<file path="src/hw/rtl/srvemu_pkg.sv">
// ----------------------------------------------------------------------------
// Servo drive emulator package
// Register indexes, command and status codes, beat payload types and the
// signed saturation helper shared by the emulator modules.
// ----------------------------------------------------------------------------
package srvemu_pkg;

    localparam int CFG_INDEX_W = 2;
    localparam int CFG_DATA_W  = 32;
    localparam int WIDE_W      = 56;

    localparam logic [CFG_INDEX_W-1:0] REG_ZERO_POSITION  = 2'd0;
    localparam logic [CFG_INDEX_W-1:0] REG_MAX_DEVIATION  = 2'd1;
    localparam logic [CFG_INDEX_W-1:0] REG_CYCLE_RATE     = 2'd2;
    localparam logic [CFG_INDEX_W-1:0] REG_CYCLE_PERIOD   = 2'd3;

    localparam logic [2:0] CMD_UNKNOWN = 3'd0;
    localparam logic [2:0] CMD_SYNC    = 3'd1;
    localparam logic [2:0] CMD_OFF     = 3'd2;
    localparam logic [2:0] CMD_CSP     = 3'd3;
    localparam logic [2:0] CMD_CST     = 3'd4;
    localparam logic [2:0] CMD_CSV     = 3'd5;

    localparam logic [2:0] ST_NOTREADY = 3'd0;
    localparam logic [2:0] ST_LOGIC    = 3'd1;
    localparam logic [2:0] ST_LOCKED   = 3'd2;
    localparam logic [2:0] ST_CSP      = 3'd3;
    localparam logic [2:0] ST_CST      = 3'd4;
    localparam logic [2:0] ST_CSV      = 3'd5;
    localparam logic [2:0] ST_ERROR    = 3'd6;
    localparam logic [2:0] ST_UNUSED   = 3'd7;

    localparam logic [30:0] MAX_DEVIATION_RESET = 31'd1000;
    localparam logic [19:0] CYCLE_RATE_RESET    = 20'd1000;
    localparam logic [31:0] CYCLE_PERIOD_RESET  = 32'd4294967;

    localparam logic signed [WIDE_W-1:0] S32_MAX = 56'sd2147483647;
    localparam logic signed [WIDE_W-1:0] S32_MIN = -56'sd2147483648;

    typedef struct packed {
        logic [30:0] max_position_deviation;
        logic [19:0] cycle_rate;
        logic [31:0] cycle_period_q32;
    } cfg_t;

    typedef struct packed {
        logic [2:0]         command;
        logic signed [31:0] target_position;
        logic signed [31:0] target_velocity;
        logic signed [31:0] target_torque;
    } item_t;

    function automatic logic signed [31:0] sat_s32(input logic signed [WIDE_W-1:0] v);
        logic signed [31:0] r;
        if (v > S32_MAX)
        begin
            r = 32'sh7FFFFFFF;
        end
        else if (v < S32_MIN)
        begin
            r = 32'sh80000000;
        end
        else
        begin
            r = v[31:0];
        end
        return r;
    endfunction

endpackage

</file>
<file path="src/hw/rtl/srvemu_cfg_regs.sv">
// ----------------------------------------------------------------------------
// Servo drive emulator configuration registers
// Write-only register file for deviation limit, cycle rate and cycle period.
// ----------------------------------------------------------------------------
module srvemu_cfg_regs
    import srvemu_pkg::*;
(
    input  logic                   clk,
    input  logic                   rst_n,
    input  logic                   cfg_write,
    input  logic [CFG_INDEX_W-1:0] cfg_index,
    input  logic [CFG_DATA_W-1:0]  cfg_data,
    output cfg_t                   cfg
);

    cfg_t cfg_reg;
    cfg_t cfg_next;

    // zero position only seeds feedback at reset, where it is zero: drop the write
    always_comb
    begin
        cfg_next = cfg_reg;
        if (cfg_write)
        begin
            unique case (cfg_index)
                REG_ZERO_POSITION: cfg_next = cfg_reg;
                REG_MAX_DEVIATION: cfg_next.max_position_deviation = cfg_data[30:0];
                REG_CYCLE_RATE:    cfg_next.cycle_rate = cfg_data[19:0];
                REG_CYCLE_PERIOD:  cfg_next.cycle_period_q32 = cfg_data[31:0];
                default:           cfg_next = cfg_reg;
            endcase
        end
    end

    always_ff @(posedge clk or negedge rst_n)
    begin
        if (!rst_n)
        begin
            cfg_reg.max_position_deviation <= MAX_DEVIATION_RESET;
            cfg_reg.cycle_rate             <= CYCLE_RATE_RESET;
            cfg_reg.cycle_period_q32       <= CYCLE_PERIOD_RESET;
        end
        else
        begin
            cfg_reg <= cfg_next;
        end
    end

    assign cfg = cfg_reg;

endmodule

</file>
<file path="config.mk">
export PLATFORM = sky130hd
export DESIGN_NAME = srvemu_cfg_regs
export DESIGN_NICKNAME = d
export VERILOG_FILES = /design/src/hw/rtl/srvemu_pkg.sv /design/src/hw/rtl/srvemu_cfg_regs.sv
export SDC_FILE = /design/constraint.sdc
export NUM_CORES = 1
export LEC_CHECK = 0
export ABC_AREA = 1
export BUFFER_PORTS_ARGS = -buffer_cell sky130_fd_sc_hd__buf_4
export CORE_MARGIN = 4
export CORE_UTILIZATION = 45
export CTS_CLUSTER_DIAMETER = 40
export DETAILED_ROUTE_END_ITERATION = 16
export PLACE_DENSITY = 0.83
export SLEW_MARGIN = 10
export SYNTH_ARGS = -nofsm -noshare
export SYNTH_HDL_FRONTEND = slang
export SYNTH_SLANG_ARGS = --single-unit
</file>
<file path="constraint.sdc">
create_clock -name clk -period 0.8 [get_ports clk]
set_input_delay 0.04 -clock clk [delete_from_list [all_inputs] [get_ports clk]]
set_output_delay 0.04 -clock clk [all_outputs]
set_load 0.02 [all_outputs]
</file>
# After elaboration in Yosys (flattened, before gate mapping)

Index checks and enable logic that the tools add are counted.

Equal/unequal tests: 3
Reduce and logical (&&, ||, !) cells: 3

Operators by type and width:

| kind                 | count |
|---|---|
| $reduce_and A2 Y1    | 3 |
| $eq A2 B2 Y1 const B | 2 |
| $eq A2 B1 Y1 const B | 1 |

Flip-flop bits (word level): 83
Output and inout port bits: 83
Word-level logic and storage cells: 9

# Longest topological paths before layout

Word-level depth: 2
Mapped depth: 6
Gate-level depth less buffers: 4

# Worst setup path before layout

Ideal clock, no wire load.

Path type: input -> register
From: in cfg_index[1]
To: reg cfg_reg, in the netlist cfg[79]
Data arrival time: 0.672 ns
Path slack: 0.010 ns
Cell stages on the path: 6
Buffers on the path: 2
Path through: buf_2 inv_1 nand3_1 buf_4 nand2_1 nand2_1

Cells in the longest elaborated chain, start to end: 2

Ends and longest elaborated chain:

| what                        | line                  | RTL |
|---|---|---|
| from (decl)                 | srvemu_cfg_regs.sv:11 | `input logic [CFG_INDEX_W-1:0] cfg_index,` |
| $eq A2 B1 Y1                | srvemu_cfg_regs.sv:25 | `unique case (cfg_index)` |
| $reduce_and A2 Y1 (no line) | --                    |  |
| to (signal assigned)        | srvemu_cfg_regs.sv:45 | `cfg_reg <= cfg_next;` |
| to (decl)                   | srvemu_cfg_regs.sv:16 | `cfg_t cfg_reg;` |

No other way between the ends.
A chain may end at the register's enable or synchronous reset.

# Worst setup path after layout

From: reg cfg_reg, in the netlist cfg[40]
To: out cfg[40] (netlist name)

RTL lines:

| what      | line                  | RTL |
|---|---|---|
| to (decl) | srvemu_cfg_regs.sv:13 | `output cfg_t cfg` |

No word-level cell between the ends.

==> impl_metrics.yaml <==
status:
  status: "complete, but fails checks"
  violations: "negative setup slack"
place:
  numPortBuffers: 119
  dp_hpwl_mm: 6.50
  pre_cts_ws_ns: -0.0188
  place_congestion: 0.783
  placed_area_um2: 4500
critical_path:
  startpoint: "cfg[40]"
  reg2regPathDepth: 4
  cpPeakStageDelay_ns: 0.57
  criticalPathCategory: "register to primary output"
  crit_slowest_cell: "dfstp_2"
  cp.arrival_ns: 1.04
  startpoint_type: "register"
  crit_path_cell_trace: "buf_6"
  cp_data_required_time_ns: 0.76
  reg2reg_from: "cfg[30]"
  crit_end: "cfg[40]"
  reg2reg_slack_ns: -0.06
  crit_fanout: 2
  cp_num_cells: 1
  worstReg2RegEnd: "cfg[30]"
  cp_num_buf_inv: 1
  cp_top_family: "flip-flops"
  cp-end-kind: "primary output"
routing:
  via_count: 3542
  wl_mm: 11.6
  drt_iter0_drc: 256
  postRouteAntennaNets: 0
  drt_pass1_iterations: 5
  drc: 0
  wl_per_cell_um: 17.4
  vias_per_cell: 5.33
sta:
  maxSlewHeadroom_pct: 81.2
  setup_slack_ns: -0.280
  finalSetupViolCount: 95
  worstMarginPinSlew_ns: 0.282
  fin_skew_ns: 0
  drv_slew: 0
  fin_crit_ns: 1.08
  rsz0062_at_grt: "true"
  hold_viol_final: 0
  holdWs_ns: 0.0946
  finalCritPeriodShare_pct: 135
  max_freq_ghz: 0.926
power:
  power_density_nw_per_um2: 2330
  p_leak_nw: 2.97
  ir_worst_vdd_uv: 1260
cts:
  numCtsBuffers: 9
  cts.reportedPaths.clkPinSlew_ns: 0.08
  cts_max_level: 3
  cts_sinks: 83
  clkLatencyLatePin_ns: 0.34
  root_buffer: "clkbuf_8"
  cts_tree: "done"
  clk_path_buf_depth: 2
die:
  die_x_um: 95.5
  die_area_um2: 9110
  start_util_pct: 47.0
  ioPinCount: 120
  die_h_um: 95.5
  fp-row-count: 31
  core-area_um2: 7330
global_route:
  grt_max_degree: 44
  grt_use_total_pct: 25.8
  grt_first_pass_wirelength_mm: 18.0
  antenna_found_initial: 0
  first_global_vias: 3626
  gr-total-overflow: 0
job:
  drv_cap: 0
layout:
  largest_reg_flops: 83
  n_antenna_cell: 0
  drive_gt1_share_pct: 39.9
  area_delta_synth_final_pct: 66.9
  finalNetCount: 598
  final_area_um2: 5740
yosys:
  synth_warnings: 0
  seq_area_frac_synth_pct: 61.1
  synthDistinctLibCells: 10
  synth_fp_nets: 409
  syn-cell-area_um2: 3440
  synthCells: 372
  synth-seq-cells: 83
  syn_avg_cell_area_um2: 9.25
min_path:
  hp-class: "primary input to async pin"
worst min path at each step:
stage / to / slack, ns / depth (start not counted) / start
6_report: cfg[21] / 0.09 / 2 / rst_n
5_1_grt: cfg[21] / 0.09 / 2 / rst_n
4_1_cts: cfg[21] / 0.07 / 2 / rst_n
3_5_place_dp: cfg[21] / -0.1 / 1 / rst_n
3_3_place_gp: cfg[21] / -0.10 / 1 / rst_n
2_1_floorplan: cfg[10] / -0.26 / 0 / rst_n
cell type report:
type | instances | area (um2)
clock inverter | 4 | 72.6
timing repair buffer | 213 | 2100
multi-input combinational | 252 | 1180
inverter | 2 | 7.51
sequential | 83 | 2100
tap | 99 | 124
clock buffer | 12 | 155
fill | 431 | 1590
stage by stage:
stage               TNS, ns  instances  utilization (%)  power (mW)
floorplan                 0        372                -        7.03
finish               -13.45        665             78.4        13.4
detailed placement   -0.115        572             61.4        8.73
global route         -16.88        665             78.4        14.0
global placement     -0.524        572             61.4        8.65
CTS                  -13.63        648             76.0        13.0
cells in the mapped netlist:
cell type,number,area [um2]
nand4_1,83,519
dfrtp_1,61,1530
buf_1,3,11.3
nand3_1,3,15.0
nand2_1,166,623
dfstp_2,22,578
clkbuf_1,5,18.8
buf_2,24,120
buf_4,3,22.5
inv_1,2,7.51
cell usage in the layout, fill, tap and decap left out:
cell / synthesis / routed
clkbuf_1: 5 / 1
nand2_1: 166 / 157
dfstp_2: 22 / 22
dlygate4sd3_1: 0 / 33
nand3_1: 3 / 3
clkinv_2: 0 / 1
nand2_4: 0 / 1
buf_12: 0 / 7
nand2_2: 0 / 8
clkbuf_8: 0 / 11
bufinv_16: 0 / 2
nand4_1: 83 / 83
buf_6: 0 / 87
clkinvlp_4: 0 / 1
buf_4: 3 / 86
dfrtp_1: 61 / 61
inv_1: 2 / 2
routing by layer:
metal  GRT usage (%)  vias up  share of wire (%)
met5               0        -                  0
met4            9.60        0                2.4
met3            6.24       27                6.9
met2            45.8      169                 52
met1            30.3     1705                 38
li1                -     1641                  -
cell families (layout without fill, tap and decap cells):
group	after synthesis	after routing	share of synthesized area [%]
flip-flops	83	83	61.1
buffers and inverters	37	231	5.23
AND/OR/NAND/NOR	252	252	33.6
timing repair:
| item | 4_1_cts | 5_1_grt |
|---|---|---|
| resized for setup | 83 | 14 |
| hold endpoints to repair | 145 | 0 |
| hold buffers | 33 | 0 |
| pin swaps | 2 | 7 |
| setup buffers | 27 | 18 |
| setup endpoints to repair | 83 | 90 |
power by group:
part	leakage [nW]	total [mW]	internal, mW	switching [mW]
clock	0.113	3.37	1.93	1.44
sequential	0.992	5.58	5.00	0.576
combinational	1.86	4.43	2.29	2.13
total	2.97	13.4	9.22	4.15
Power figures use the tool's default switching activity.
