File: config.mk
export PLATFORM = sky130hd
export DESIGN_NAME = srvemu_in_reg_flat
export DESIGN_NICKNAME = d
export VERILOG_FILES = /design/src/hw/rtl/srvemu_pkg.sv /design/src/hw/rtl/srvemu_if.sv /design/src/hw/rtl/srvemu_in_reg.sv /design/src/flat_wrapper.sv
export SDC_FILE = /design/constraint.sdc
export NUM_CORES = 1
export LEC_CHECK = 0
export BUFFER_PORTS_ARGS = -buffer_cell sky130_fd_sc_hd__buf_2
export CORE_ASPECT_RATIO = 2
export CORE_UTILIZATION = 25
export DETAILED_ROUTE_END_ITERATION = 12
export HOLD_SLACK_MARGIN = 0.15
export SLEW_MARGIN = 25
export SYNTH_ARGS = -nofsm -noshare
export SYNTH_HDL_FRONTEND = slang
export SYNTH_SLANG_ARGS = --single-unit
File: constraint.sdc
create_clock -name clk -period 2.16 [get_ports clk]
set_input_delay 0.432 -clock clk [delete_from_list [all_inputs] [get_ports clk]]
set_output_delay 0.432 -clock clk [all_outputs]
set_load 0.03 [all_outputs]
File: src/hw/rtl/srvemu_pkg.sv
// ----------------------------------------------------------------------------
// Servo drive emulator package
// Register indexes, command and status codes, beat payload types and the
// signed saturation helper shared by the emulator modules.
// ----------------------------------------------------------------------------
package srvemu_pkg;

    localparam int CFG_INDEX_W = 2;
    localparam int CFG_DATA_W  = 32;
    localparam int WIDE_W      = 56;

    localparam logic [CFG_INDEX_W-1:0] REG_ZERO_POSITION  = 2'd0;
    localparam logic [CFG_INDEX_W-1:0] REG_MAX_DEVIATION  = 2'd1;
    localparam logic [CFG_INDEX_W-1:0] REG_CYCLE_RATE     = 2'd2;
    localparam logic [CFG_INDEX_W-1:0] REG_CYCLE_PERIOD   = 2'd3;

    localparam logic [2:0] CMD_UNKNOWN = 3'd0;
    localparam logic [2:0] CMD_SYNC    = 3'd1;
    localparam logic [2:0] CMD_OFF     = 3'd2;
    localparam logic [2:0] CMD_CSP     = 3'd3;
    localparam logic [2:0] CMD_CST     = 3'd4;
    localparam logic [2:0] CMD_CSV     = 3'd5;

    localparam logic [2:0] ST_NOTREADY = 3'd0;
    localparam logic [2:0] ST_LOGIC    = 3'd1;
    localparam logic [2:0] ST_LOCKED   = 3'd2;
    localparam logic [2:0] ST_CSP      = 3'd3;
    localparam logic [2:0] ST_CST      = 3'd4;
    localparam logic [2:0] ST_CSV      = 3'd5;
    localparam logic [2:0] ST_ERROR    = 3'd6;
    localparam logic [2:0] ST_UNUSED   = 3'd7;

    localparam logic [30:0] MAX_DEVIATION_RESET = 31'd1000;
    localparam logic [19:0] CYCLE_RATE_RESET    = 20'd1000;
    localparam logic [31:0] CYCLE_PERIOD_RESET  = 32'd4294967;

    localparam logic signed [WIDE_W-1:0] S32_MAX = 56'sd2147483647;
    localparam logic signed [WIDE_W-1:0] S32_MIN = -56'sd2147483648;

    typedef struct packed {
        logic [30:0] max_position_deviation;
        logic [19:0] cycle_rate;
        logic [31:0] cycle_period_q32;
    } cfg_t;

    typedef struct packed {
        logic [2:0]         command;
        logic signed [31:0] target_position;
        logic signed [31:0] target_velocity;
        logic signed [31:0] target_torque;
    } item_t;

    function automatic logic signed [31:0] sat_s32(input logic signed [WIDE_W-1:0] v);
        logic signed [31:0] r;
        if (v > S32_MAX)
        begin
            r = 32'sh7FFFFFFF;
        end
        else if (v < S32_MIN)
        begin
            r = 32'sh80000000;
        end
        else
        begin
            r = v[31:0];
        end
        return r;
    endfunction

endpackage

File: src/hw/rtl/srvemu_if.sv
// ----------------------------------------------------------------------------
// Servo drive emulator channels
// Command beat channel and feedback beat channel, valid/ready handshake.
// ----------------------------------------------------------------------------
interface srvemu_cmd_if;
    logic               valid;
    logic               ready;
    logic [2:0]         command;
    logic signed [31:0] target_position;
    logic signed [31:0] target_velocity;
    logic signed [31:0] target_torque;

    modport source (output valid, command, target_position, target_velocity,
                    target_torque, input ready);
    modport sink   (input valid, command, target_position, target_velocity,
                    target_torque, output ready);
endinterface


File: src/hw/rtl/srvemu_in_reg.sv
// ----------------------------------------------------------------------------
// Servo drive emulator input register
// Capture one command beat and hold it until the drive core takes it.
// ----------------------------------------------------------------------------
module srvemu_in_reg
    import srvemu_pkg::*;
(
    input  logic              clk,
    input  logic              rst_n,
    srvemu_cmd_if.sink        cmd,
    input  logic              advance,
    output item_t             item,
    output logic              item_valid
);

    logic  valid_reg;
    logic  valid_next;
    item_t item_reg;
    logic  accept;

    assign cmd.ready  = !valid_reg || advance;
    assign accept     = cmd.valid && cmd.ready;
    assign valid_next = accept || (valid_reg && !advance);

    always_ff @(posedge clk or negedge rst_n)
    begin
        if (!rst_n)
        begin
            valid_reg <= 1'b0;
        end
        else
        begin
            valid_reg <= valid_next;
        end
    end

    always_ff @(posedge clk)
    begin
        if (accept)
        begin
            item_reg.command         <= cmd.command;
            item_reg.target_position <= cmd.target_position;
            item_reg.target_velocity <= cmd.target_velocity;
            item_reg.target_torque   <= cmd.target_torque;
        end
    end

    assign item       = item_reg;
    assign item_valid = valid_reg;

endmodule

File: src/flat_wrapper.sv
// flat-port wrapper written by rule: the top's interface ports become plain ports
module srvemu_in_reg_flat import srvemu_pkg::*;
  (clk, rst_n, advance, item, item_valid, cmd_valid, cmd_command, cmd_target_position, cmd_target_velocity, cmd_target_torque, cmd_ready);
  srvemu_cmd_if cmd_i ();
  input  logic clk;
  input  logic rst_n;
  input  logic advance;
  output item_t item;
  output logic item_valid;
  input wire logic [$bits(cmd_i.valid)-1:0] cmd_valid;
  input wire logic [$bits(cmd_i.command)-1:0] cmd_command;
  input wire logic [$bits(cmd_i.target_position)-1:0] cmd_target_position;
  input wire logic [$bits(cmd_i.target_velocity)-1:0] cmd_target_velocity;
  input wire logic [$bits(cmd_i.target_torque)-1:0] cmd_target_torque;
  output wire logic [$bits(cmd_i.ready)-1:0] cmd_ready;
  assign cmd_i.valid = cmd_valid;
  assign cmd_i.command = cmd_command;
  assign cmd_i.target_position = cmd_target_position;
  assign cmd_i.target_velocity = cmd_target_velocity;
  assign cmd_i.target_torque = cmd_target_torque;
  assign cmd_ready = cmd_i.ready;
  srvemu_in_reg u_core (.clk(clk), .rst_n(rst_n), .cmd(cmd_i), .advance(advance), .item(item), .item_valid(item_valid));
endmodule
; Yosys cells after proc, flatten, opt, wreduce, memory -nomap -nowiden
; Cells that the tools add are included.
[classes]
reduce_logical = 6
[ops]
columns = operator, n
row1 = logical AND 1 bit, 2
row2 = logical NOT 1 bit, 2
row3 = logical OR 1 bit, 2
[word_totals]
ff_bits = 100
inputBits = 103
output_inout_bits = 101
elab_cells = 11

; Longest topological paths before layout
[logic_depth]
depth_word = 4
mapped_depth = 2
ltp_nobuf = 2

; Worst setup path after synthesis
; OpenSTA, ideal clock, no wires.
[synth_timing]
path_type = register -> register
from = register u_core.valid_reg (netlist: u_core.item_valid)
to = register u_core.item_reg, in the netlist u_core.item[0], enable pin
setup_ns = 0.389
arrival_time_ns = 1.481
required_ns = 1.771
setup_slack_ns = 0.290
stages_incl_launch_ff = 3
path_cell_list = dfrtp_1 -> nand2b_4 -> and2_4
[synth_via]
elab_chain_len = 3
[synth_rtl]
columns = item, line_no
row1 = from (decl), srvemu_in_reg.sv:16  ; logic valid_reg;
row2 = from (signal assigned), srvemu_in_reg.sv:33  ; valid_reg <= valid_next;
row3 = logical NOT 1 bit, srvemu_in_reg.sv:21  ; assign cmd.ready = !valid_reg || advance;
row4 = logical OR 1 bit, srvemu_in_reg.sv:21
row5 = named net cmd_ready, flat_wrapper.sv:15  ; output wire logic [$bits(cmd_i.ready)-1:0] cmd_ready;
row6 = logical AND 1 bit, srvemu_in_reg.sv:22  ; assign accept = cmd.valid && cmd.ready;
row7 = named net u_core.accept, srvemu_in_reg.sv:19  ; logic accept;
row8 = to (decl), srvemu_in_reg.sv:18  ; item_t item_reg;
; The timed path passes the listed nets, and every way through them passes these cells.
; A chain may end at the register's enable or synchronous reset.

; Worst setup path after layout
[layout_timing]
from = register u_core.valid_reg (netlist: u_core.item_valid)
to = output port cmd_ready
[layout_via]
elab_chain_len = 2
[layout_rtl]
columns = item, line_no
row1 = logical NOT 1 bit, srvemu_in_reg.sv:21
row2 = logical OR 1 bit, srvemu_in_reg.sv:21
row3 = to (decl), flat_wrapper.sv:15
; Every way passes these cells.

==> impl_metrics.env <==
export IMPL_crit_path_end="cmd_ready"
export IMPL_p_sw_share_pct=23.7
export IMPL_finalSetupViolations=0
export IMPL_rsz0062_at_grt="no"
export IMPL_grt_first_pass_wirelength_mm=9.83
export IMPL_yosysUniqueCellTypes=5
export IMPL_power_density_mw_per_mm2=947
export IMPL_hold_violations=0
export IMPL_yosys_top_cells_area="edfxtp_1, dfrtp_1, nand2b_4"
export IMPL_rows=56
export IMPL_antenna_found_initial=1
export IMPL_p_leak_nw=1.94
export IMPL_reg2reg_slack_ns=0.80
export IMPL_ir_drop_mv=0.366
export IMPL_design_area_sq_mm=0.00458
export IMPL_run_status="complete, no violations"
export IMPL_fin_worst_skew_ns=0.00690
export IMPL_overflow=0
export IMPL_die_height_um=158
export IMPL_startpoint="u_core.item_valid"
export IMPL_period_needed_ns=1.44
export IMPL_initial_core_util_pct=25.7
export IMPL_netlist_area_sq_mm=0.00303
export IMPL_place_gp_congestion=0.707
export IMPL_crit_required_ns=1.73
export IMPL_drive_gt1_share_pct=68.1
export IMPL_syn2layout_area_growth_pct=51.4
export IMPL_cap_viol_max_count=0
export IMPL_clock_sinks=100
export IMPL_reg2reg_from="u_core.item_valid"
export IMPL_vias=1845
export IMPL_core_area_sq_mm=0.0118
export IMPL_routedWlPerCell_um=15.0
export IMPL_synth_top_cell_area_share_pct=98.2
export IMPL_p_sw_mw=1.03
export IMPL_ys_ff_latch=100
export IMPL_fmax_mhz=696
export IMPL_root_buffer="clkbuf_16"
export IMPL_grt_usage_pct=11.1
export IMPL_combPwrFrac_pct=10.8
export IMPL_preCtsSetupSlack_ns=0.629
export IMPL_numCtsBuffers=9
export IMPL_yosysWarnings=0
export IMPL_route_detailed_drc=0
export IMPL_post_cts_buffers=0
export IMPL_h_tree_depth=3
export IMPL_n_fill_cell=1146
export IMPL_nets=424
export IMPL_cp_end_kind="primary output"
export IMPL_clock_path_buffers=2
export IMPL_rr_worst_depth=3
export IMPL_cts_tree="built"
export IMPL_synth_fp_nets=206
export IMPL_dieArea_sq_mm=0.0126
export IMPL_timing_rr_end="u_core.item[87]"
export IMPL_cp_start_kind="register"
export IMPL_place_hpwl_mm=5.46
export IMPL_drv_slew=0
export IMPL_ys_seq_area_share_pct=99.0
export IMPL_cts_repair_resized=0
export IMPL_first_pass_iters=4
export IMPL_p_int_mw=3.31
export IMPL_die_width_um=79.8
export IMPL_worst_slack_ns=0.723
export IMPL_arrival_ns=1.01
export IMPL_drtAntennaViolNets=0
export IMPL_largest_reg_flops=99
export IMPL_synth_cells=103
export IMPL_worstSkewPairLatency_ns=0.34
export IMPL_wl_mm=7.09
export IMPL_setup_tns_ns=0
export IMPL_min_path_type="in -> reg"
export IMPL_io_buffers=203
export IMPL_multiInputGateArea_sq_um=28.8
export IMPL_clockPowerShare_pct=36.5
export IMPL_grt_pass1_vias=1867
export IMPL_crit_fanout=3
export IMPL_worst_slew_pin_slew_ns=0.218
export IMPL_min_period_over_period_pct=66.5
export IMPL_hold_buffers=1
export IMPL_grt_max_degree=39
export IMPL_clk_pin_slew_ns=0.07
export IMPL_avgViaCountPerCell=3.91
export IMPL_drt_iter0_markers=79
export IMPL_yosys_area_top_type="edfxtp_1"
export IMPL_ioPinCount=204
export IMPL_crit_type="reg -> out"
export IMPL_ff_latch_area_sq_mm=0.00300
export IMPL_p_seq_share_pct=52.7
export IMPL_fin_hold_ws_ns=0.266
export IMPL_worst_slew_margin_rel_pct=85.4
export IMPL_place_area_sq_mm=0.00427
export IMPL_syn_avg_cell_area_sq_um=29.4
==> cell families (layout without fill, tap and decap cells) <==
| group | count (synthesis) | after routing | share of synthesized area (%) |
|---|---|---|---|
| buffers and inverters | 0 | 223 | 0 |
| flip-flops | 100 | 100 | 99.0 |
| other | 0 | 1 | 0 |
| AND/OR/NAND/NOR | 3 | 3 | 0.951 |
==> layout make-up <==
cell class | instances | area share [%]
Clock buffer | 9 | 4.92
Timing Repair Buffer | 207 | 23.4
Sequential cell | 100 | 65.4
Multi-Input combinational cell | 3 | 0.628
Tap cell | 145 | 3.96
Antenna cell | 1 | 0.0546
Clock inverter | 7 | 1.58
==> routing by layer <==
layer  GRT usage (%)  vias up  wire [um]
met2            20.6       97       4230
met5               0        -          0
met4            6.89        0        139
met3            2.77        7        422
met1            10.5      887       2290
li1                -      854          -
==> critical path: stages (launching register included) <==
cell      delay [ns]
dfrtp_1         0.40
nand2b_4        0.08
buf_2           0.19
==> how the worst min path moves through the flow <==
stage,from,endpoint,slack (ns),cells after the start
finish,cmd_target_position[6],u_core.item[70],0.27,1
global route,cmd_target_torque[6],u_core.item[6],0.24,1
CTS,cmd_target_velocity[22],u_core.item[54],0.25,1
detailed placement,rst_n,u_core.item_valid,0.21,1
global placement,rst_n,u_core.item_valid,0.21,1
floorplan,rst_n,u_core.item_valid,0.14,0
==> cell usage in the layout (no fill, tap or decap) <==
cell / count
nand2b_1: 1
buf_12: 2
nand2b_4: 1
diode_2: 1
inv_6: 3
edfxtp_1: 99
and2_4: 1
dfrtp_1: 1
clkinv_4: 1
clkinv_1: 2
buf_4: 1
dlygate4sd3_1: 1
buf_2: 203
clkbuf_16: 9
bufinv_16: 1
==> synthesized netlist by cell type (all sizes together) <==
library cell and n:
edfxtp 99, nand2b 2, and2 1, dfrtp 1
==> power by group through the flow <==
stage	clock [mW]	combinational, mW	sequential (mW)
after global placement	0	0.466	2.33
after global routing	1.73	0.491	2.30
after CTS	1.64	0.474	2.29
final	1.58	0.468	2.29
after detailed placement	0	0.474	2.33
after floorplan	0	0.0414	2.54
==> per-stage QoR <==
step	power (mW)	std cells	utilization, %
after global placement	2.79	454	36.3
final	4.34	472	38.9
after global routing	4.52	472	38.9
after floorplan	2.59	103	-
after CTS	4.41	471	38.9
after detailed placement	2.80	454	36.3
Power figures use the tool's default switching activity.
