**src/hw/rtl/srvemu_pkg.sv**
```systemverilog
// ----------------------------------------------------------------------------
// Servo drive emulator package
// Register indexes, command and status codes, beat payload types and the
// signed saturation helper shared by the emulator modules.
// ----------------------------------------------------------------------------
package srvemu_pkg;

    localparam int CFG_INDEX_W = 2;
    localparam int CFG_DATA_W  = 32;
    localparam int WIDE_W      = 56;

    localparam logic [CFG_INDEX_W-1:0] REG_ZERO_POSITION  = 2'd0;
    localparam logic [CFG_INDEX_W-1:0] REG_MAX_DEVIATION  = 2'd1;
    localparam logic [CFG_INDEX_W-1:0] REG_CYCLE_RATE     = 2'd2;
    localparam logic [CFG_INDEX_W-1:0] REG_CYCLE_PERIOD   = 2'd3;

    localparam logic [2:0] CMD_UNKNOWN = 3'd0;
    localparam logic [2:0] CMD_SYNC    = 3'd1;
    localparam logic [2:0] CMD_OFF     = 3'd2;
    localparam logic [2:0] CMD_CSP     = 3'd3;
    localparam logic [2:0] CMD_CST     = 3'd4;
    localparam logic [2:0] CMD_CSV     = 3'd5;

    localparam logic [2:0] ST_NOTREADY = 3'd0;
    localparam logic [2:0] ST_LOGIC    = 3'd1;
    localparam logic [2:0] ST_LOCKED   = 3'd2;
    localparam logic [2:0] ST_CSP      = 3'd3;
    localparam logic [2:0] ST_CST      = 3'd4;
    localparam logic [2:0] ST_CSV      = 3'd5;
    localparam logic [2:0] ST_ERROR    = 3'd6;
    localparam logic [2:0] ST_UNUSED   = 3'd7;

    localparam logic [30:0] MAX_DEVIATION_RESET = 31'd1000;
    localparam logic [19:0] CYCLE_RATE_RESET    = 20'd1000;
    localparam logic [31:0] CYCLE_PERIOD_RESET  = 32'd4294967;

    localparam logic signed [WIDE_W-1:0] S32_MAX = 56'sd2147483647;
    localparam logic signed [WIDE_W-1:0] S32_MIN = -56'sd2147483648;

    typedef struct packed {
        logic [30:0] max_position_deviation;
        logic [19:0] cycle_rate;
        logic [31:0] cycle_period_q32;
    } cfg_t;

    typedef struct packed {
        logic [2:0]         command;
        logic signed [31:0] target_position;
        logic signed [31:0] target_velocity;
        logic signed [31:0] target_torque;
    } item_t;

    function automatic logic signed [31:0] sat_s32(input logic signed [WIDE_W-1:0] v);
        logic signed [31:0] r;
        if (v > S32_MAX)
        begin
            r = 32'sh7FFFFFFF;
        end
        else if (v < S32_MIN)
        begin
            r = 32'sh80000000;
        end
        else
        begin
            r = v[31:0];
        end
        return r;
    endfunction

endpackage

```
**src/hw/rtl/srvemu_if.sv**
```systemverilog


interface srvemu_fb_if;
    logic               valid;
    logic               ready;
    logic [2:0]         drive_status;
    logic signed [31:0] actual_position;
    logic signed [31:0] actual_velocity;
    logic signed [31:0] actual_torque;
    logic signed [31:0] effective_position;
    logic signed [31:0] effective_velocity;
    logic signed [31:0] effective_torque;

    modport source (output valid, drive_status, actual_position, actual_velocity,
                    actual_torque, effective_position, effective_velocity,
                    effective_torque, input ready);
    modport sink   (input valid, drive_status, actual_position, actual_velocity,
                    actual_torque, effective_position, effective_velocity,
                    effective_torque, output ready);
endinterface

```
**src/hw/rtl/srvemu_core.sv**
```systemverilog
// ----------------------------------------------------------------------------
// Servo drive emulator core
// Drive state machine, CSP deviation check and per-mode feedback update.
// The state registers double as the feedback beat register.
// ----------------------------------------------------------------------------
module srvemu_core
    import srvemu_pkg::*;
(
    input  logic              clk,
    input  logic              rst_n,
    input  item_t             item,
    input  logic              item_valid,
    input  cfg_t              cfg,
    output logic              advance,
    srvemu_fb_if.source       fb
);

    typedef enum logic [2:0] {
        S_NOTREADY = ST_NOTREADY,
        S_LOGIC    = ST_LOGIC,
        S_LOCKED   = ST_LOCKED,
        S_CSP      = ST_CSP,
        S_CST      = ST_CST,
        S_CSV      = ST_CSV,
        S_ERROR    = ST_ERROR
    } state_t;

    state_t             state_reg;
    state_t             state_next;
    state_t             trans_state;
    logic               out_valid_reg;
    logic               out_valid_next;
    logic signed [31:0] pos_reg;
    logic signed [31:0] pos_next;
    logic signed [31:0] vel_reg;
    logic signed [31:0] vel_next;
    logic signed [31:0] tor_reg;
    logic signed [31:0] tor_next;

    logic signed [32:0] pos_diff;
    logic        [32:0] pos_mag;
    logic               dev_fault;
    logic signed [32:0] pos_delta;
    logic signed [20:0] rate_s;
    logic signed [53:0] vel_prod;
    logic        [31:0] vel_mag;
    logic        [63:0] step_prod;
    logic        [31:0] step;
    logic signed [32:0] adv;
    logic signed [33:0] pos_sum;

    assign advance = item_valid && (!out_valid_reg || fb.ready);

    assign pos_diff  = 33'(pos_reg) - 33'(item.target_position);
    assign pos_mag   = pos_diff[32] ? 33'(-pos_diff) : 33'(pos_diff);
    assign dev_fault = pos_mag > {2'b00, cfg.max_position_deviation};
    assign pos_delta = -pos_diff;
    assign rate_s    = $signed({1'b0, cfg.cycle_rate});
    assign vel_prod  = 54'(pos_delta) * 54'(rate_s);

    assign vel_mag   = vel_reg[31] ? 32'(-vel_reg) : 32'(vel_reg);
    assign step_prod = 64'(vel_mag) * 64'(cfg.cycle_period_q32);
    assign step      = step_prod[63:32];
    assign adv       = vel_reg[31] ? -$signed({1'b0, step}) : $signed({1'b0, step});
    assign pos_sum   = 34'(pos_reg) + 34'(adv);

    always_comb
    begin
        trans_state = state_reg;
        unique case (state_reg) inside
            S_NOTREADY:
            begin
                trans_state = S_LOGIC;
            end
            S_LOGIC:
            begin
                if (item.command == CMD_SYNC)
                begin
                    trans_state = S_LOCKED;
                end
            end
            S_LOCKED, S_CSP:
            begin
                case (item.command)
                    CMD_OFF: trans_state = S_LOCKED;
                    CMD_CSP: trans_state = S_CSP;
                    CMD_CST: trans_state = S_CST;
                    CMD_CSV: trans_state = S_CSV;
                    default: trans_state = state_reg;
                endcase
            end
            S_ERROR:
            begin
                trans_state = S_LOCKED;
            end
            default:
            begin
                trans_state = state_reg;
            end
        endcase
    end

    always_comb
    begin
        state_next     = state_reg;
        pos_next       = pos_reg;
        vel_next       = vel_reg;
        tor_next       = tor_reg;
        out_valid_next = out_valid_reg && !fb.ready;
        if (advance)
        begin
            out_valid_next = 1'b1;
            state_next     = trans_state;
            if (trans_state == S_CSP && dev_fault)
            begin
                state_next = S_ERROR;
            end
            else if (trans_state == S_CSP)
            begin
                vel_next = sat_s32(56'(vel_prod));
                pos_next = item.target_position;
            end
            else if (trans_state == S_CSV)
            begin
                pos_next = sat_s32(56'(pos_sum));
                vel_next = item.target_velocity;
            end
            else if (trans_state == S_CST)
            begin
                tor_next = item.target_torque;
            end
        end
    end

    always_ff @(posedge clk or negedge rst_n)
    begin
        if (!rst_n)
        begin
            state_reg     <= S_NOTREADY;
            out_valid_reg <= 1'b0;
            pos_reg       <= '0;
            vel_reg       <= '0;
            tor_reg       <= '0;
        end
        else
        begin
            state_reg     <= state_next;
            out_valid_reg <= out_valid_next;
            pos_reg       <= pos_next;
            vel_reg       <= vel_next;
            tor_reg       <= tor_next;
        end
    end

    assign fb.valid              = out_valid_reg;
    assign fb.drive_status       = state_reg;
    assign fb.actual_position    = pos_reg;
    assign fb.actual_velocity    = vel_reg;
    assign fb.actual_torque      = tor_reg;
    assign fb.effective_position = pos_reg;
    assign fb.effective_velocity = vel_reg;
    assign fb.effective_torque   = tor_reg;

endmodule

```
**src/flat_wrapper.sv**
```systemverilog
// flat-port wrapper written by rule: the top's interface ports become plain ports
module srvemu_core_flat import srvemu_pkg::*;
  (clk, rst_n, item, item_valid, cfg, advance, fb_valid, fb_drive_status, fb_actual_position, fb_actual_velocity, fb_actual_torque, fb_effective_position, fb_effective_velocity, fb_effective_torque, fb_ready);
  srvemu_fb_if fb_i ();
  input  logic clk;
  input  logic rst_n;
  input  item_t item;
  input  logic item_valid;
  input  cfg_t cfg;
  output logic advance;
  output wire logic [$bits(fb_i.valid)-1:0] fb_valid;
  output wire logic [$bits(fb_i.drive_status)-1:0] fb_drive_status;
  output wire logic [$bits(fb_i.actual_position)-1:0] fb_actual_position;
  output wire logic [$bits(fb_i.actual_velocity)-1:0] fb_actual_velocity;
  output wire logic [$bits(fb_i.actual_torque)-1:0] fb_actual_torque;
  output wire logic [$bits(fb_i.effective_position)-1:0] fb_effective_position;
  output wire logic [$bits(fb_i.effective_velocity)-1:0] fb_effective_velocity;
  output wire logic [$bits(fb_i.effective_torque)-1:0] fb_effective_torque;
  input wire logic [$bits(fb_i.ready)-1:0] fb_ready;
  assign fb_valid = fb_i.valid;
  assign fb_drive_status = fb_i.drive_status;
  assign fb_actual_position = fb_i.actual_position;
  assign fb_actual_velocity = fb_i.actual_velocity;
  assign fb_actual_torque = fb_i.actual_torque;
  assign fb_effective_position = fb_i.effective_position;
  assign fb_effective_velocity = fb_i.effective_velocity;
  assign fb_effective_torque = fb_i.effective_torque;
  assign fb_i.ready = fb_ready;
  srvemu_core u_core (.clk(clk), .rst_n(rst_n), .item(item), .item_valid(item_valid), .cfg(cfg), .advance(advance), .fb(fb_i));
endmodule
```
**config.mk**
```make
export PLATFORM = sky130hd
export DESIGN_NAME = srvemu_core_flat
export DESIGN_NICKNAME = d
export VERILOG_FILES = /design/src/hw/rtl/srvemu_pkg.sv /design/src/hw/rtl/srvemu_if.sv /design/src/hw/rtl/srvemu_core.sv /design/src/flat_wrapper.sv
export SDC_FILE = /design/constraint.sdc
export NUM_CORES = 2
export LEC_CHECK = 0
export ABC_AREA = 1
export BUFFER_PORTS_ARGS = -buffer_cell sky130_fd_sc_hd__buf_2
export CAP_MARGIN = 20
export CELL_PAD_IN_SITES_DETAIL_PLACEMENT = 1
export CELL_PAD_IN_SITES_GLOBAL_PLACEMENT = 1
export CORE_MARGIN = 10
export CORE_UTILIZATION = 50
export CTS_CLUSTER_DIAMETER = 60
export DETAILED_ROUTE_END_ITERATION = 16
export PLACE_DENSITY_LB_ADDON = 0.1
export RECOVER_POWER = 100
export SYNTH_ARGS = -nofsm -noshare
export SYNTH_HDL_FRONTEND = slang
export SYNTH_SLANG_ARGS = --single-unit
```
**constraint.sdc**
```tcl
create_clock -name clk -period 21.1 [get_ports clk]
set_input_delay 3.165 -clock clk [delete_from_list [all_inputs] [get_ports clk]]
set_output_delay 3.165 -clock clk [all_outputs]
set_load 0.01 [all_outputs]
```
# After elaboration in Yosys (flattened, before gate mapping)
# Cells that the tools add are included.
# word_totals
regBits	100
inputBits	186
output_inout_bits	197
elab_cells	59
# classes
add_sub_neg	5
n_mul	2
magnitude_cmp	5
n_eq_ne	12
mux	16
bitwise_logic	3
reduce_logical	11
# op_table
operator	n
$mux W32	9
$mux W33	2
$mul A32 B32 Y64	1
$gt A54 B32 Y1 const B	1
$lt A54 B32 Y1 const B	1
$mul A33 B21 Y54	1
$add A32 B33 Y34	1
$gt A34 B32 Y1 const B	1
$lt A34 B32 Y1 const B	1
$gt A33 B31 Y1	1
$neg A32 Y33	1
$neg A33 Y33	1
$sub A32 B32 Y33	1
$neg A32 Y32	1
$pmux W3 S4	2
$eq A3 B2 Y1 const B	5
$eq A3 B3 Y1 const B	5
$eq A3 B1 Y1 const B	2
$mux W3	2
$reduce_and A5 Y1	1
$logic_and A1 B1 Y1	3
$logic_not A3 Y1	1
$not A1 Y1	3
$reduce_and A3 Y1	1
5 further kinds	6

# Depth between registers and ports, before layout
# logic_depth
word_depth	11
mapped_depth	74
depth_no_buf	71

# Worst setup path before layout
# OpenSTA, ideal clock, no wires.
# synth_path
path_kind	input port to flip-flop
from	in item[64] (netlist bit)
to	reg u_core.vel_reg[3], in the netlist u_core.fb.actual_velocity[3]
setup_time_ns	0.065
arrival_ns	12.103
setup_slack_ns	8.932
stages	54
path_cell_list	ha_1 -> inv_1 -> fa_1 -> nand2_1 -> inv_1 -> nand2_1 -> nand2_1 -> nand3_1 -> nand3_1 -> xor2_1 -> inv_1 -> nor2_2 -> nand4_1 -> nand3b_1 -> nor2_1 -> nand2_1 -> nor4_1 -> ha_1 -> (+18 left out) -> nor3_1 -> nand2_1 -> nor2_1 -> nand2_1 -> nand4_1 -> nand2_1 -> nor2_1 -> nand2_1 -> nor2_1 -> nand3_1 -> nand2_1 -> buf_2 -> nand2_1 -> nand2_1 -> nand2_1 -> nand2_1 -> nand2_1 -> nand2_1
# synth_between
elab_chain_len	7
word_cells_on_any_way	13
# synth_lines
item	line_no	source
from (decl)	flat_wrapper.sv:7	input item_t item;
$sub A32 B32 Y33 (*)	srvemu_core.sv:54	assign pos_diff = 33'(pos_reg) - 33'(item.target_position);
$neg A33 Y33	srvemu_core.sv:55, srvemu_core.sv:57	
$mul A33 B21 Y54 or $mux W33 (tied branches)	srvemu_core.sv:59, srvemu_core.sv:55	
$lt A54 B32 Y1 or $gt A33 B31 Y1 (tied branches)	srvemu_pkg.sv:59, srvemu_core.sv:56	
$mux W32 or $logic_and A1 B1 Y1 (tied branches)	srvemu_pkg.sv:59, srvemu_core.sv:114	
$mux W32 or $not A1 Y1 (tied branches)	--	
$mux W32 or $reduce_and A3 Y1 (tied branches)	--	
to (signal assigned)	srvemu_core.sv:150	vel_reg <= vel_next;
to (decl)	srvemu_core.sv:35	logic signed [31:0] vel_reg;
# Every way passes the cells marked *; elsewhere a longest branch is shown, timed or not.
# A chain may end at the register's enable or synchronous reset.

# Worst setup path in the final report
# layout_path
from	reg u_core.vel_reg[0], in the netlist u_core.fb.actual_velocity[0]
to	reg u_core.pos_reg[18], in the netlist u_core.fb.actual_position[18]
# layout_between
elab_chain_len	11
word_cells_on_any_way	12
# layout_lines
item	line_no	source
$neg A32 Y32	srvemu_core.sv:61	assign vel_mag = vel_reg[31] ? 32'(-vel_reg) : 32'(vel_reg);
$mux W32 (*)	srvemu_core.sv:61	
$mul A32 B32 Y64 (*)	srvemu_core.sv:62	assign step_prod = 64'(vel_mag) * 64'(cfg.cycle_period_q32);
$neg A32 Y33	srvemu_core.sv:64	assign adv = vel_reg[31] ? -$signed({1'b0, step}) : $signed({1'b0, step});
$mux W33 (*)	srvemu_core.sv:64	
$add A32 B33 Y34 (*)	srvemu_core.sv:65	assign pos_sum = 34'(pos_reg) + 34'(adv);
$lt A34 B32 Y1	srvemu_pkg.sv:59	else if (v < S32_MIN)
$mux W32	srvemu_pkg.sv:59	
$mux W32 (*)	srvemu_pkg.sv:55	if (v > S32_MAX)
$mux W32 (*)	srvemu_core.sv:123	else if (trans_state == S_CSV)
$mux W32 (*)	srvemu_core.sv:118	else if (trans_state == S_CSP)
to (signal assigned)	srvemu_core.sv:149	pos_reg <= pos_next;
to (decl)	srvemu_core.sv:33	logic signed [31:0] pos_reg;
# Every way passes the cells marked *; elsewhere a longest branch is shown, timed or not. The select of a mux whose other input is x is not followed.

==> metrics.cfg <==
[cells_and_area]
multi_input_comb_area_mm2=0.05842
fillers=18810
syn_to_final_growth_pct=4.304
stdcell_area_mm2=0.07492
regArea_mm2=0.002504
final_common_cell=nand2_1
final_cell_mix=2,581 x nand2_1, 2,303 x inv_1, 1,550 x fa_1
drive_above_1_share=0.04334
layout.nets=12180

[timing]
period_share=0.8174
skew_ns=0.01852
maxSlewHeadroom=-1.219
setup-tns-final_ns=0
final_hold_viol_count=0
fmax_mhz=57.98
worstMarginPinSlew_ns=3.328
maxSlewViolCount=275
finalSetupViolations=0
fin_ws_ns=3.852
rsz0062_at_grt=no
fin_crit_ns=17.25

[setup_path]
slowest_delay_ns=1.20
critical_path.endpoint=u_core.fb.actual_position[18]
worstPathRequired_ns=21.38
worstReg2RegStart=u_core.fb.actual_velocity[0]
path_common_cell=nand2_1
r2r.worst_path.cells=62
crit_start=u_core.fb.actual_velocity[0]
arrival_ns=17.53
startpoint_type=flip-flop
r2r_slack_ns=3.85
crit_path_end_kind=flip-flop
crit_type=reg -> reg
worstReg2RegEnd=u_core.fb.actual_position[18]
crit_slowest_cell=clkbuf_1
cp_max_fo=28

[clocking]
cts.htree.levels=3
root_buffer=clkbuf_16
clock_latency_ns=0.39
clock_sinks=100
ctsResizeCount=0
cts_tree=yes
cts_buffer_depth=2
clkTransAtPathRegs_ns=0.09
post_cts_buffers=0
numCtsBuffers=9
holdBufCountCts=0

[synthesis]
synth-adder-area-share=0.5191
netlist_top_cells_area=fa_1 43%, nand2_1 13%, inv_1 12%, ha_1 8.7%, nor2_1 6.5%
synth_top_cell_by_area=fa_1
synth-simple-area-share=0.2419
syn_area_mm2=0.07183
synth_top_family_by_area=adder cells
ys_warn_count=0
synth_cell_types=58
synth_xor_area_frac=0.01364
syn-num-nets=12110
synth-compound-area-share=0.03346
netlist_instances=9869
ys_ff_latch=100
synthMuxAreaShare=0.005017
synth.avg_cell_area_um2=7.278
synth_top_area_share=0.4320
seq_area_frac_synth=0.03484

[routing]
dr.pass1.iters=5
drt_iter0_markers=4214
drc_errors=0
postRouteAntennaNets=0
viasPerCell=5.548
routed_wl_um=301600
wl_per_cell_um=25.45
num_vias=65760

[placed_design]
routabilityCongestion=1.036
placed_area_mm2=0.07482
io_buffers=382
dp_hpwl_um=259300
post-place-ws_ns=5.628

[status]
violations=capacitance limit, slew limit
outcome=complete, but fails checks

[worst_hold_path]
min_path_type=reg -> reg

[grt]
grt_max_degree=66
grt-ovfl-total=0
grtUsageMet2=0.6607
met1_usage=0.4191
grt_pass1_wl_um=454400
gr-max-usage-layer=met2
first_global_vias=74980
grt_usage=0.3804
grtUsageMet3=0.05866
antenna_found_initial=12

[die]
dieArea_mm2=0.1592
core_region_area_mm2=0.1431
rows=139
die_h_um=399.0
initial_core_util=0.5018
die_w_um=399.0
io_pins=383

[job]
maxCapViolations=6

sequential cells by signal, summed over array words and instances (netlist names):
signal and count:
u_core.fb.actual_torque 32, u_core.fb.valid 1, u_core.fb.actual_position 32, u_core.fb.actual_velocity 32, u_core.fb.drive_status 3
per-layer routing:
metal,vias to the layer above,part of all wire
met3,1089,0.065
met5,-,0
met1,33240,0.35
met2,2783,0.49
li1,28650,-
met4,0,0.094
through the flow:
step           hold slack, ns  cells    util
2_1_floorplan          0.5492   9869       -
3_3_place_gp           0.5060  11830  0.5227
3_5_place_dp           0.5164  11830  0.5227
4_1_cts                0.5353  11840  0.5248
5_1_grt                0.5559  11850  0.5234
6_report               0.5340  11850  0.5234
cells in the mapped netlist, drive strengths merged:
cell     instances
nand2         2606
inv           2328
fa            1550
nor2          1264
ha             500
nand3          268
clkbuf         263
a21oi          212
buf            165
o21ai          161
dfrtp          100
nand4           80
xor2            78
nor3            69
xnor2           33
mux2            32
clkinv          24
nand3b          23
o21bai          21
a31oi           16
or2             14
a21o            11
and2             9
nor4             8
o21a             7
and3             6
a211oi           3
a21boi           3
o211ai           3
nand2b           2
o31ai            2
or3              2
a2111oi          1
a41oi            1
nor3b            1
o2111ai          1
o221a            1
o311ai           1
critical path, delay by kind of cell (launching register included):
| kind | cells | cell delay (ns) |
|---|---|---|
| AOI/OAI and AO/OA | 9 | 1.92 |
| and+or+nand+nor | 25 | 3.17 |
| DFF | 1 | 0.34 |
| xor gates and xnor gates | 2 | 0.85 |
| adders and majority gates | 12 | 5.45 |
| buffers and inverters | 14 | 5.36 |
worst min path at each step:
stage	start	endpoint	depth (start not counted)
6_report	u_core.fb.actual_torque[19]	u_core.fb.actual_torque[19]	1
5_1_grt	u_core.fb.actual_torque[21]	u_core.fb.actual_torque[21]	1
4_1_cts	u_core.fb.actual_torque[19]	u_core.fb.actual_torque[19]	1
3_5_place_dp	u_core.fb.actual_torque[21]	u_core.fb.actual_torque[21]	1
3_3_place_gp	u_core.fb.actual_torque[11]	u_core.fb.actual_torque[11]	1
2_1_floorplan	u_core.fb.actual_velocity[1]	u_core.fb.actual_velocity[1]	2
final cells by class:
cell class	count	area share
Multi-Input combinational cell	6989	0.7798
Inverter	2352	0.1179
Sequential cell	100	0.03342
Timing Repair Buffer	487	0.03300
Tap cell	1903	0.03178
Clock buffer	9	0.003006
Clock inverter	7	0.0009185
Antenna cell	6	0.0002004
logic make-up (layout without fill, tap and decap cells):
group,after synthesis,in the layout
simple gates,4352,4352
buf+inv,2780,2855
fa+ha+maj,2050,2050
compound gates,444,444
xor+xnor,111,111
flops,100,100
mux,32,32
other cells,0,6
Power is left out: the tool's default activity adds up to more than one toggle a clock period on the data nets, which glitch-free logic cannot reach.
